$ cat src/jbs_pkg.sv
// Package for the JSON bracket scanner: beat payload types, scan state type,
// status codes, character codes and default limits. No dependencies.
`default_nettype none

package jbs_pkg;

  // Default limits
  localparam int unsigned MAX_DEPTH_DEF = 255;
  localparam int unsigned MAX_TEXT_DEF  = 65536;

  // Status codes
  localparam logic [2:0] ST_SCAN         = 3'd0;
  localparam logic [2:0] ST_MATCH        = 3'd1;
  localparam logic [2:0] ST_NOT_OPEN     = 3'd2;
  localparam logic [2:0] ST_WRONG_KIND   = 3'd3;
  localparam logic [2:0] ST_UNTERMINATED = 3'd4;
  localparam logic [2:0] ST_LIMIT        = 3'd5;
  localparam logic [2:0] ST_IGNORED      = 3'd6;

  // Character codes
  localparam logic [7:0] CH_NUL    = 8'h00;
  localparam logic [7:0] CH_LBRACE = 8'h7B;
  localparam logic [7:0] CH_RBRACE = 8'h7D;
  localparam logic [7:0] CH_LBRACK = 8'h5B;
  localparam logic [7:0] CH_RBRACK = 8'h5D;
  localparam logic [7:0] CH_QUOTE  = 8'h22;
  localparam logic [7:0] CH_BSLASH = 8'h5C;
  localparam logic [7:0] CH_COMMA  = 8'h2C;

  // Input beat
  typedef struct packed {
    logic [7:0] text_byte;
    logic       first_byte;
  } jbs_in_t;

  // Result beat
  typedef struct packed {
    logic [2:0]  status;
    logic        top_separator;
    logic [15:0] element_count;
    logic [15:0] byte_offset;
  } jbs_out_t;

  // Scan state carried from byte to byte
  typedef struct packed {
    logic        inside_string;
    logic        escape_pending;
    logic [7:0]  nest_depth;
    logic        open_is_brace;
    logic        scan_done;
    logic [15:0] position;
    logic [15:0] separator_tally;
  } jbs_state_t;

endpackage

`default_nettype wire

$ cat src/jbs_step.sv
// Per-byte scan step: next scan state and result beat from current state
// and one input beat. Depends on jbs_pkg.
`default_nettype none

module jbs_step #(
  parameter int unsigned MAX_DEPTH = jbs_pkg::MAX_DEPTH_DEF,
  parameter int unsigned MAX_TEXT  = jbs_pkg::MAX_TEXT_DEF
) (
  input  jbs_pkg::jbs_state_t st,
  input  jbs_pkg::jbs_in_t    din,
  output jbs_pkg::jbs_state_t st_nxt,
  output jbs_pkg::jbs_out_t   dout
);
  import jbs_pkg::*;

  // Effective limits: depth fits 8 bits, offset fits 16 bits
  localparam int unsigned DepthCapI = (MAX_DEPTH < 255) ? MAX_DEPTH : 255;
  localparam int unsigned TextCapI  = (MAX_TEXT < 65536) ? MAX_TEXT : 65536;
  localparam logic [7:0]  DepthCap  = DepthCapI[7:0];
  localparam logic [16:0] TextCap   = TextCapI[16:0];

  logic [7:0]  c;
  logic [16:0] next_pos;
  logic [7:0]  depth_dec;
  logic        is_open;
  logic        fits;
  logic [15:0] tally_inc;

  assign c         = din.text_byte;
  assign next_pos  = {1'b0, st.position} + 17'd1;
  assign depth_dec = st.nest_depth - 8'd1;
  assign is_open   = (c == CH_LBRACE) || (c == CH_LBRACK);
  assign fits      = st.open_is_brace ? (c == CH_RBRACE) : (c == CH_RBRACK);
  assign tally_inc = (st.separator_tally == 16'hFFFF) ? 16'hFFFF
                                                      : st.separator_tally + 16'd1;

  always_comb begin
    st_nxt             = st;
    dout.status        = ST_SCAN;
    dout.top_separator = 1'b0;
    dout.element_count = 16'd0;
    dout.byte_offset   = 16'd0;

    if (din.first_byte) begin
      // New scan: opener sets depth one, anything else fails at once
      st_nxt.inside_string   = 1'b0;
      st_nxt.escape_pending  = 1'b0;
      st_nxt.position        = 16'd0;
      st_nxt.separator_tally = 16'd0;
      st_nxt.open_is_brace   = (c == CH_LBRACE);
      st_nxt.nest_depth      = is_open ? 8'd1 : 8'd0;
      st_nxt.scan_done       = !is_open;
      dout.status            = is_open ? ST_SCAN : ST_NOT_OPEN;
    end else if (st.scan_done) begin
      dout.status = ST_IGNORED;
    end else if (next_pos >= TextCap) begin
      // Text too long; offset saturates at 16 bits
      st_nxt.scan_done = 1'b1;
      dout.status      = ST_LIMIT;
      dout.byte_offset = next_pos[16] ? 16'hFFFF : next_pos[15:0];
    end else begin
      st_nxt.position  = next_pos[15:0];
      dout.byte_offset = next_pos[15:0];
      if (c == CH_NUL) begin
        st_nxt.scan_done = 1'b1;
        dout.status      = ST_UNTERMINATED;
      end else if (st.escape_pending) begin
        st_nxt.escape_pending = 1'b0;
      end else if (c == CH_QUOTE) begin
        st_nxt.inside_string = !st.inside_string;
      end else if (st.inside_string) begin
        if (c == CH_BSLASH) begin
          st_nxt.escape_pending = 1'b1;
        end
      end else if (is_open) begin
        if (st.nest_depth >= DepthCap) begin
          st_nxt.scan_done = 1'b1;
          dout.status      = ST_LIMIT;
        end else begin
          st_nxt.nest_depth = st.nest_depth + 8'd1;
        end
      end else if ((c == CH_RBRACE) || (c == CH_RBRACK)) begin
        st_nxt.nest_depth = depth_dec;
        if (depth_dec == 8'd0) begin
          st_nxt.scan_done = 1'b1;
          if (!fits) begin
            dout.status = ST_WRONG_KIND;
          end else begin
            dout.status        = ST_MATCH;
            dout.element_count = (next_pos == 17'd1) ? 16'd0 : tally_inc;
          end
        end
      end else if ((c == CH_COMMA) && (st.nest_depth == 8'd1)) begin
        st_nxt.separator_tally = tally_inc;
        dout.top_separator     = 1'b1;
      end
    end
  end

endmodule

`default_nettype wire

$ cat src/json_bracket_scanner_core.sv
// Top level of the JSON bracket scanner: input register, scan state,
// result register. Depends on jbs_pkg and jbs_step.
`default_nettype none

// Scans JSON text one byte per beat and returns one result beat per input
// beat: a status, a top-level comma flag, the element count on a match and
// the byte offset from the opener. A beat with first_byte set starts a new
// scan. Throughput is one byte per clock while the result side does not
// stall. Each input beat passes an input register and then a result
// register before its result beat goes valid.
// The per-byte state update is a single step of flag and counter logic, so
// back-to-back bytes flow without stalls unless the result side stalls.
module json_bracket_scanner_core #(
  parameter int unsigned MAX_DEPTH = jbs_pkg::MAX_DEPTH_DEF,
  parameter int unsigned MAX_TEXT  = jbs_pkg::MAX_TEXT_DEF
) (
  input  wire                clk,
  input  wire                rst_n,
  input  wire                in_valid,
  output logic               in_ready,
  input  jbs_pkg::jbs_in_t   in_data,
  output logic               out_valid,
  input  wire                out_ready,
  output jbs_pkg::jbs_out_t  out_data
);
  import jbs_pkg::*;

  logic       in_v_r;
  jbs_in_t    in_data_r;
  logic       out_v_r;
  jbs_out_t   out_data_r;
  jbs_state_t state_r;
  jbs_state_t state_nxt;
  jbs_out_t   res_nxt;
  logic       advance;

  // Step logic
  jbs_step #(
    .MAX_DEPTH (MAX_DEPTH),
    .MAX_TEXT  (MAX_TEXT)
  ) u_step (
    .st     (state_r),
    .din    (in_data_r),
    .st_nxt (state_nxt),
    .dout   (res_nxt)
  );

  // Handshake: move a beat forward when the result slot is free or drains
  assign advance   = in_v_r && (!out_v_r || out_ready);
  assign in_ready  = !in_v_r || advance;
  assign out_valid = out_v_r;
  assign out_data  = out_data_r;

  // Input register
  always_ff @(posedge clk) begin
    if (!rst_n) begin
      in_v_r <= 1'b0;
    end else if (in_ready) begin
      in_v_r <= in_valid;
    end
  end

  always_ff @(posedge clk) begin
    if (in_ready && in_valid) begin
      in_data_r <= in_data;
    end
  end

  // Scan state, idle after reset
  always_ff @(posedge clk) begin
    if (!rst_n) begin
      state_r <= '{inside_string: 1'b0, escape_pending: 1'b0, nest_depth: 8'd0,
                   open_is_brace: 1'b0, scan_done: 1'b1, position: 16'd0,
                   separator_tally: 16'd0};
    end else if (advance) begin
      state_r <= state_nxt;
    end
  end

  // Result register
  always_ff @(posedge clk) begin
    if (!rst_n) begin
      out_v_r <= 1'b0;
    end else if (advance) begin
      out_v_r <= 1'b1;
    end else if (out_ready) begin
      out_v_r <= 1'b0;
    end
  end

  always_ff @(posedge clk) begin
    if (advance) begin
      out_data_r <= res_nxt;
    end
  end

endmodule

`default_nettype wire
$ cat config.mk
export PLATFORM = sky130hd
export DESIGN_NAME = json_bracket_scanner_core
export DESIGN_NICKNAME = d
export VERILOG_FILES = /design/src/jbs_pkg.sv /design/src/jbs_step.sv /design/src/json_bracket_scanner_core.sv
export SDC_FILE = /design/constraint.sdc
export NUM_CORES = 1
export LEC_CHECK = 0
export ABC_AREA = 1
export ABC_CLOCK_PERIOD_IN_PS = 2600
export BUFFER_PORTS_ARGS = -buffer_cell sky130_fd_sc_hd__buf_2
export CAP_MARGIN = 20
export CORE_ASPECT_RATIO = 1.4
export CORE_MARGIN = 2
export CORE_UTILIZATION = 62
export CTS_BUF_LIST = sky130_fd_sc_hd__clkbuf_4
export DETAILED_ROUTE_END_ITERATION = 16
export PLACE_DENSITY = 0.93
export SLEW_MARGIN = 30
export SYNTH_ARGS = -nofsm -noshare
export SYNTH_HDL_FRONTEND = slang
export SYNTH_SLANG_ARGS = --single-unit
export TNS_END_PERCENT = 5
$ cat constraint.sdc
create_clock -name clk -period 2.6 [get_ports clk]
set_input_delay 0.13 -clock clk [delete_from_list [all_inputs] [get_ports clk]]
set_output_delay 0.13 -clock clk [all_outputs]
set_load 0.02 [all_outputs]
## Word level (Yosys, flattened, before mapping)

Index checks and enable logic that the tools add are counted.

| operators by class | value |
|---|---|
| $add $sub $neg | 4 |
| multiply operators | 0 |
| div/mod/pow operators | 0 |
| order comparisons | 2 |
| equality and inequality tests | 19 |
| shift operators | 0 |
| mux-type cells | 61 |
| bitwise logic cells | 3 |
| reduce and logical (&&, ||, !) cells | 26 |

Operators by type and width:

| kind | count |
|---|---|
| 16-bit two-way mux | 14 |
| 33-bit two-way mux | 2 |
| 20-bit two-way mux | 3 |
| 8-bit by 7-bit equality test with 1-bit output, second input constant | 5 |
| 10-bit two-way mux | 4 |
| 8-bit two-way mux | 5 |
| 32-bit two-way mux | 1 |
| 1-bit two-way mux | 20 |
| 3-bit two-way mux | 6 |
| 16-bit by 1-bit adder with 17-bit output, second input constant | 1 |
| 17-bit by 1-bit equality test with 1-bit output, second input constant | 1 |
| 17-bit greater-or-equal comparator, second input constant | 1 |
| 17-bit two-way mux | 1 |
| 16-bit by 1-bit adder with 16-bit output, second input constant | 1 |
| 16-bit equality test, second input constant | 1 |
| 8-bit by 6-bit equality test with 1-bit output, second input constant | 2 |
| 8-bit logical NOT | 2 |
| 2-bit inequality test, second input constant | 8 |
| 12-bit OR reduction | 1 |
| 10-bit AND reduction | 1 |
| 9-bit two-way mux | 1 |
| 9-bit AND reduction | 1 |
| 9-bit OR reduction | 1 |
| 8-bit by 1-bit adder with 8-bit output, second input constant | 1 |
| other kinds (16) | 31 |

| storage, ports and cells | value |
|---|---|
| register bits after elaboration | 91 |
| latch bits | 0 |
| RAM bits | 0 |
| memory bits (read-only) | 0 |
| bits of input ports | 13 |
| output and inout bits | 38 |
| word-level logic and storage cells | 130 |
| memories | 0 |

## Depth between registers and ports, before layout

| depth | value |
|---|---|
| depth after elaboration | 14 |
| mapped depth | 14 |
| depth with buffers taken out | 12 |

## Cells and area by module

A second synthesis with hierarchy kept.

| unflattened totals | value |
|---|---|
| cell total of the unflattened synthesis | 914 |
| area total of the unflattened synthesis | 6234.7 um2 |

Modules (own cells, without submodules):

| module | instances | cells each | area each (um2) | sequential area each (um2) |
|---|---|---|---|---|
| json_bracket_scanner_core | 1 | 344 | 3430.8 | 2272.2 |
| jbs_step | 1 | 570 | 2803.9 | 0.0 |

## Worst setup path before layout

Ideal clock, no wire load.

| timing path | value |
|---|---|
| kind | register to register |
| start point | reg out_v_r, in the netlist out_valid |
| end point | reg state_r[35] (netlist bit) |
| library setup time | 116 ps |
| arrival time | 2228 ps |
| slack | 256 ps |
| stages on the path, launching flop included | 10 |
| cell sequence | dfxtp_1 -> nand2_1 -> nand2_1 -> inv_1 -> nand3_2 -> nor2_4 -> buf_6 -> nand2_4 -> o21ai_0 -> nor2_1 |

| on the way | value |
|---|---|
| cells in the longest elaborated chain, start to end | 4 |

Ends and longest elaborated chain:

| element | RTL line | text |
|---|---|---|
| start: declaration | json_bracket_scanner_core.sv:30 | `logic out_v_r;` |
| start signal: assignment | json_bracket_scanner_core.sv:83 | `out_v_r <= 1'b0;` |
| start signal: assignment | json_bracket_scanner_core.sv:85 | `out_v_r <= 1'b1;` |
| start signal: assignment | json_bracket_scanner_core.sv:87 | `out_v_r <= 1'b0;` |
| 1-bit logical NOT | json_bracket_scanner_core.sv:49 | `assign advance = in_v_r && (!out_v_r \|\| out_ready);` |
| 1-bit logical OR | json_bracket_scanner_core.sv:49 |  |
| 1-bit logical AND | json_bracket_scanner_core.sv:49 |  |
| via advance | json_bracket_scanner_core.sv:35 | `logic advance;` |
| 9-bit AND reduction (no source line) | -- |  |
| end signal: assignment | json_bracket_scanner_core.sv:72 | `state_r <= '{inside_string: 1'b0, escape_pending: 1'b0, nest_depth: 8'd0,` |
| end signal: assignment | json_bracket_scanner_core.sv:76 | `state_r <= state_nxt;` |
| end: declaration | json_bracket_scanner_core.sv:32 | `jbs_state_t state_r;` |

The timed path passes the listed nets, and every way through them passes these cells.
A chain may end at the register's enable or synchronous reset.

## Final worst setup path

| timing path | value |
|---|---|
| start point | reg state_r[16] (netlist bit) |
| end point | reg out_data_r (netlist bit out_data[31]) (data pin) |

| on the way | value |
|---|---|
| cells in the longest elaborated chain, start to end | 3 |

Ends and longest elaborated chain:

| element | RTL line | text |
|---|---|---|
| 16-bit by 1-bit adder with 17-bit output (*) | jbs_step.sv:30 | `assign next_pos = {1'b0, st.position} + 17'd1;` |
| 17-bit greater-or-equal comparator or 17-bit by 1-bit equality test with 1-bit output (tied branches) | jbs_step.sv:56, jbs_step.sv:90 |  |
| 12-bit OR reduction (no source line) (*) | -- |  |
| end signal: assignment | json_bracket_scanner_core.sv:93 | `out_data_r <= res_nxt;` |
| end: declaration | json_bracket_scanner_core.sv:31 | `jbs_out_t out_data_r;` |

Mark *: on every way between the ends. The rest lies on a longest branch, timed or not.

==> results.ini <==
[setup_path]
slowest_delay_ps=510
r2r-end=out_data[31]
crit_path_cell_trace=ha_2 -> nand2_1 -> nor2_2 -> nand3_1 -> nand2_1 -> nand3_1 -> nor3_1 -> nand3_1 -> nand2_4 -> nor2_1
crit_arrival_ps=2540
cp_slowest_cell=dfxtp_1
r2r_cells=10
timing_worst_setup_path_type=register to register
cp_data_required_time_ps=2830
r2r_slack_ps=290
crit_fanout=16
cp-start-kind=register
path_common_cell=nand3_1
r2r_start=state_r[16]
endpoint_kind=register

[hold_path]
min_path_type=input port to register
hold_path_end=state_r[38]
worstHoldPathCells=3
min_from=rst_n

[final_layout]
final_cells=885
layout-drive-gt1-share_pct=14.0
num-fill-cells=670
syn_to_final_growth_pct=9.94
diodes=0
post-route-util_pct=70.7
num-nets-final=797
final-seq-area_sq_um=2270
multiInputGateArea_sq_um=2510

[timing]
clock_skew_ps=16.6
fin_ws_ps=287
finalHoldViolCount=0
fin_crit_sh_pct=89.0
rsz0062_at_grt=no
final-setup-viol-count=0
fmax_mhz=432
tightest_slew_ps=602
setup-tns-final_ps=0
min_period_ps=2310
max_slew_margin_pct=59.7
drv_slew=0

[drt]
route.met2.wl_um=7000
drc=0
drt_wl_total_um=13400
routedLengthMet1_um=4960
drtPass1Iterations=7
wire_per_inst_um=15.2
via_count=5123
ant_nets=0
drtIter0Drc=356
highest_layer=met4
met3_wirelength_um=920
vias_per_cell=5.79

[synthesis]
netlist_instances=722
synth-edff-count=45
yosysSeqAreaShare_pct=43.1
synthArstFlopShare_pct=0
synthMuxAreaShare_pct=0
synth.net_count=741
yosys.area_share.simple_pct=35.0
syn_area_sq_um=5280
synth_fa_ha_area_share_pct=1.42
ys_ff_latch=91
synth_compound_area_share_pct=8.28
yosysWarnings=0
ys_types=39
synth_top_family_by_area=simple AND/OR/NAND/NOR gates
synth_ff_type=dfxtp_1
syn_area_per_cell_sq_um=7.31
synth_xor_area_share_pct=2.66

[floorplanning]
dieWidth_um=82.0
core-area_sq_um=8200
initial_core_util_pct=64.3
io_pins=51
dieArea_sq_um=9270
fp.dieH_um=113
rows=39

[clock_network]
cts_num_sinks=91
cts_max_path_buffers=2
worstSkewPairLatency_ps=460
clkSlewWorstSetupHoldPaths_ps=140
cts_made_buffers=9
htree_levels=3
cts_tree=built
clockRootBuffer=clkbuf_4

[place]
hpwl_um=9840
dp_cells=857
place_congestion=0.953
numPortBuffers=50
pre_cts_slack_ps=203

[pwr]
power.density_nw_per_um2=454
leakage_nw=2.35
ir_worst_vdd_v=0.000330

[grt]
grt.total_usage_pct=30.3
grt_pass1_vias=4828
grt_max_degree=40
antenna_found_initial=0
grt_pass1_wl_um=21900
grt-ovfl-total=0

[outcome]
status=complete, no violations

[job]
max_cap_viol_count=0

[sequential cells by signal (all words and copies together), names as in the netlist]
name,cells
in_data_r,9
in_v_r,1
out_data,36
out_valid,1
state_r,44
[placed cells by master (no fill, tap or decap), types with 3 or more instances in the layout]
cell type      count
nand2_4            3
xnor2_1            3
nand3_1           53
ha_1               5
nand4_1           23
nor2_1            94
clkinvlp_4         3
inv_1             85
nor2_4             3
nor2_2            15
o21ai_0           26
a21oi_1           40
nand2_1          192
edfxtp_1          45
buf_2             50
nor3_1            15
o211ai_1           3
dfxtp_1           46
nand2_2            3
a31oi_1            4
clkbuf_4          10
a211oi_1           3
buf_4             11
dlygate4sd3_1     12
xor2_1            13
[Yosys cell counts, types with 2 or more instances]
cell type	number	area, sq um
a21oi_1	40	200
o21ai_0	26	130
nand4_1	23	144
nor2_1	94	353
nor3_1	15	75.1
and2_1	2	12.5
nand3b_1	2	15.0
edfxtp_1	45	1350
ha_1	6	75.1
a31oi_1	4	25.0
buf_6	6	67.6
nand3_1	53	265
nand2_1	192	721
nor2_4	3	33.8
o211ai_1	3	22.5
nand3_2	2	20.0
clkbuf_1	10	37.5
nor3_2	2	20.0
nand2_4	3	33.8
nand2_2	3	18.8
xor2_1	13	114
xnor2_1	3	26.3
a211oi_1	3	22.5
dfxtp_1	46	921
nor2_2	15	93.8
inv_1	85	319
buf_2	11	55.1
[worst max path at each step]
stage,startpoint,endpoint,slack [ps],cells past startpoint
CTS,state_r[16],state_r[7],180,10
global route,state_r[16],state_r[25],40,10
floorplan,out_valid,state_r[35],260,9
detailed placement,state_r[16],state_r[7],200,10
finish,state_r[16],out_data[31],290,10
global placement,state_r[16],out_data[19],390,12
[logic make-up after synthesis]
| family | count (synthesis) |
|---|---|
| adders and majority gates | 6 |
| xor gates and xnor gates | 16 |
| AOI/OAI and AO/OA | 81 |
| buffers and inverters | 114 |
| DFF | 91 |
| and+or+nand+nor | 414 |
[layer usage]
layer  vias to the layer above  track usage (%)
li1                       2451                -
met1                      2365             34.8
met2                       256             53.0
met3                        51             5.66
met4                         0             14.2
met5                         -                0
[final cells by class]
type / count / share of cell area [%]
clock inverters: 6 / 0.690
inverters: 86 / 5.57
multi-input cells: 517 / 43.3
flip-flops and latches: 91 / 39.2
repair buffers: 73 / 7.81
well taps: 102 / 2.20
clock buffers: 10 / 1.29
[critical path: cells and delay by family, from the launching register on]
family | cells | cell delay (ps)
AND/OR/NAND/NOR | 9 | 1240
adder cells (fa/ha/maj) | 1 | 320
flip-flops | 1 | 510
[through the flow]
| stage | area, sq um | total power, mW | hold WS, ps |
|---|---|---|---|
| 5_1_grt | 5800 | 2.74 | 30.6 |
| 3_5_place_dp | 5560 | 1.95 | 308 |
| 2_1_floorplan | 5280 | 1.86 | 229 |
| 4_1_cts | 5790 | 2.63 | 31.5 |
| 6_report | 5800 | 2.63 | 35.2 |
| 3_3_place_gp | 5560 | 1.93 | 307 |
[power breakdown]
group,internal [mW],switching (mW),leakage [nW]
clock network,0.205,0.489,0.0565
logic,0.112,0.224,1.50
registers,1.56,0.0443,0.796
[what timing repair did]
item                       CTS  global route
hold endpoints to repair    11             0
hold buffers                12             0
gates resized for setup      0             2
setup buffers                0             0
setup endpoints to repair    0            14
No activity file was read; power rests on OpenSTA's default activity.
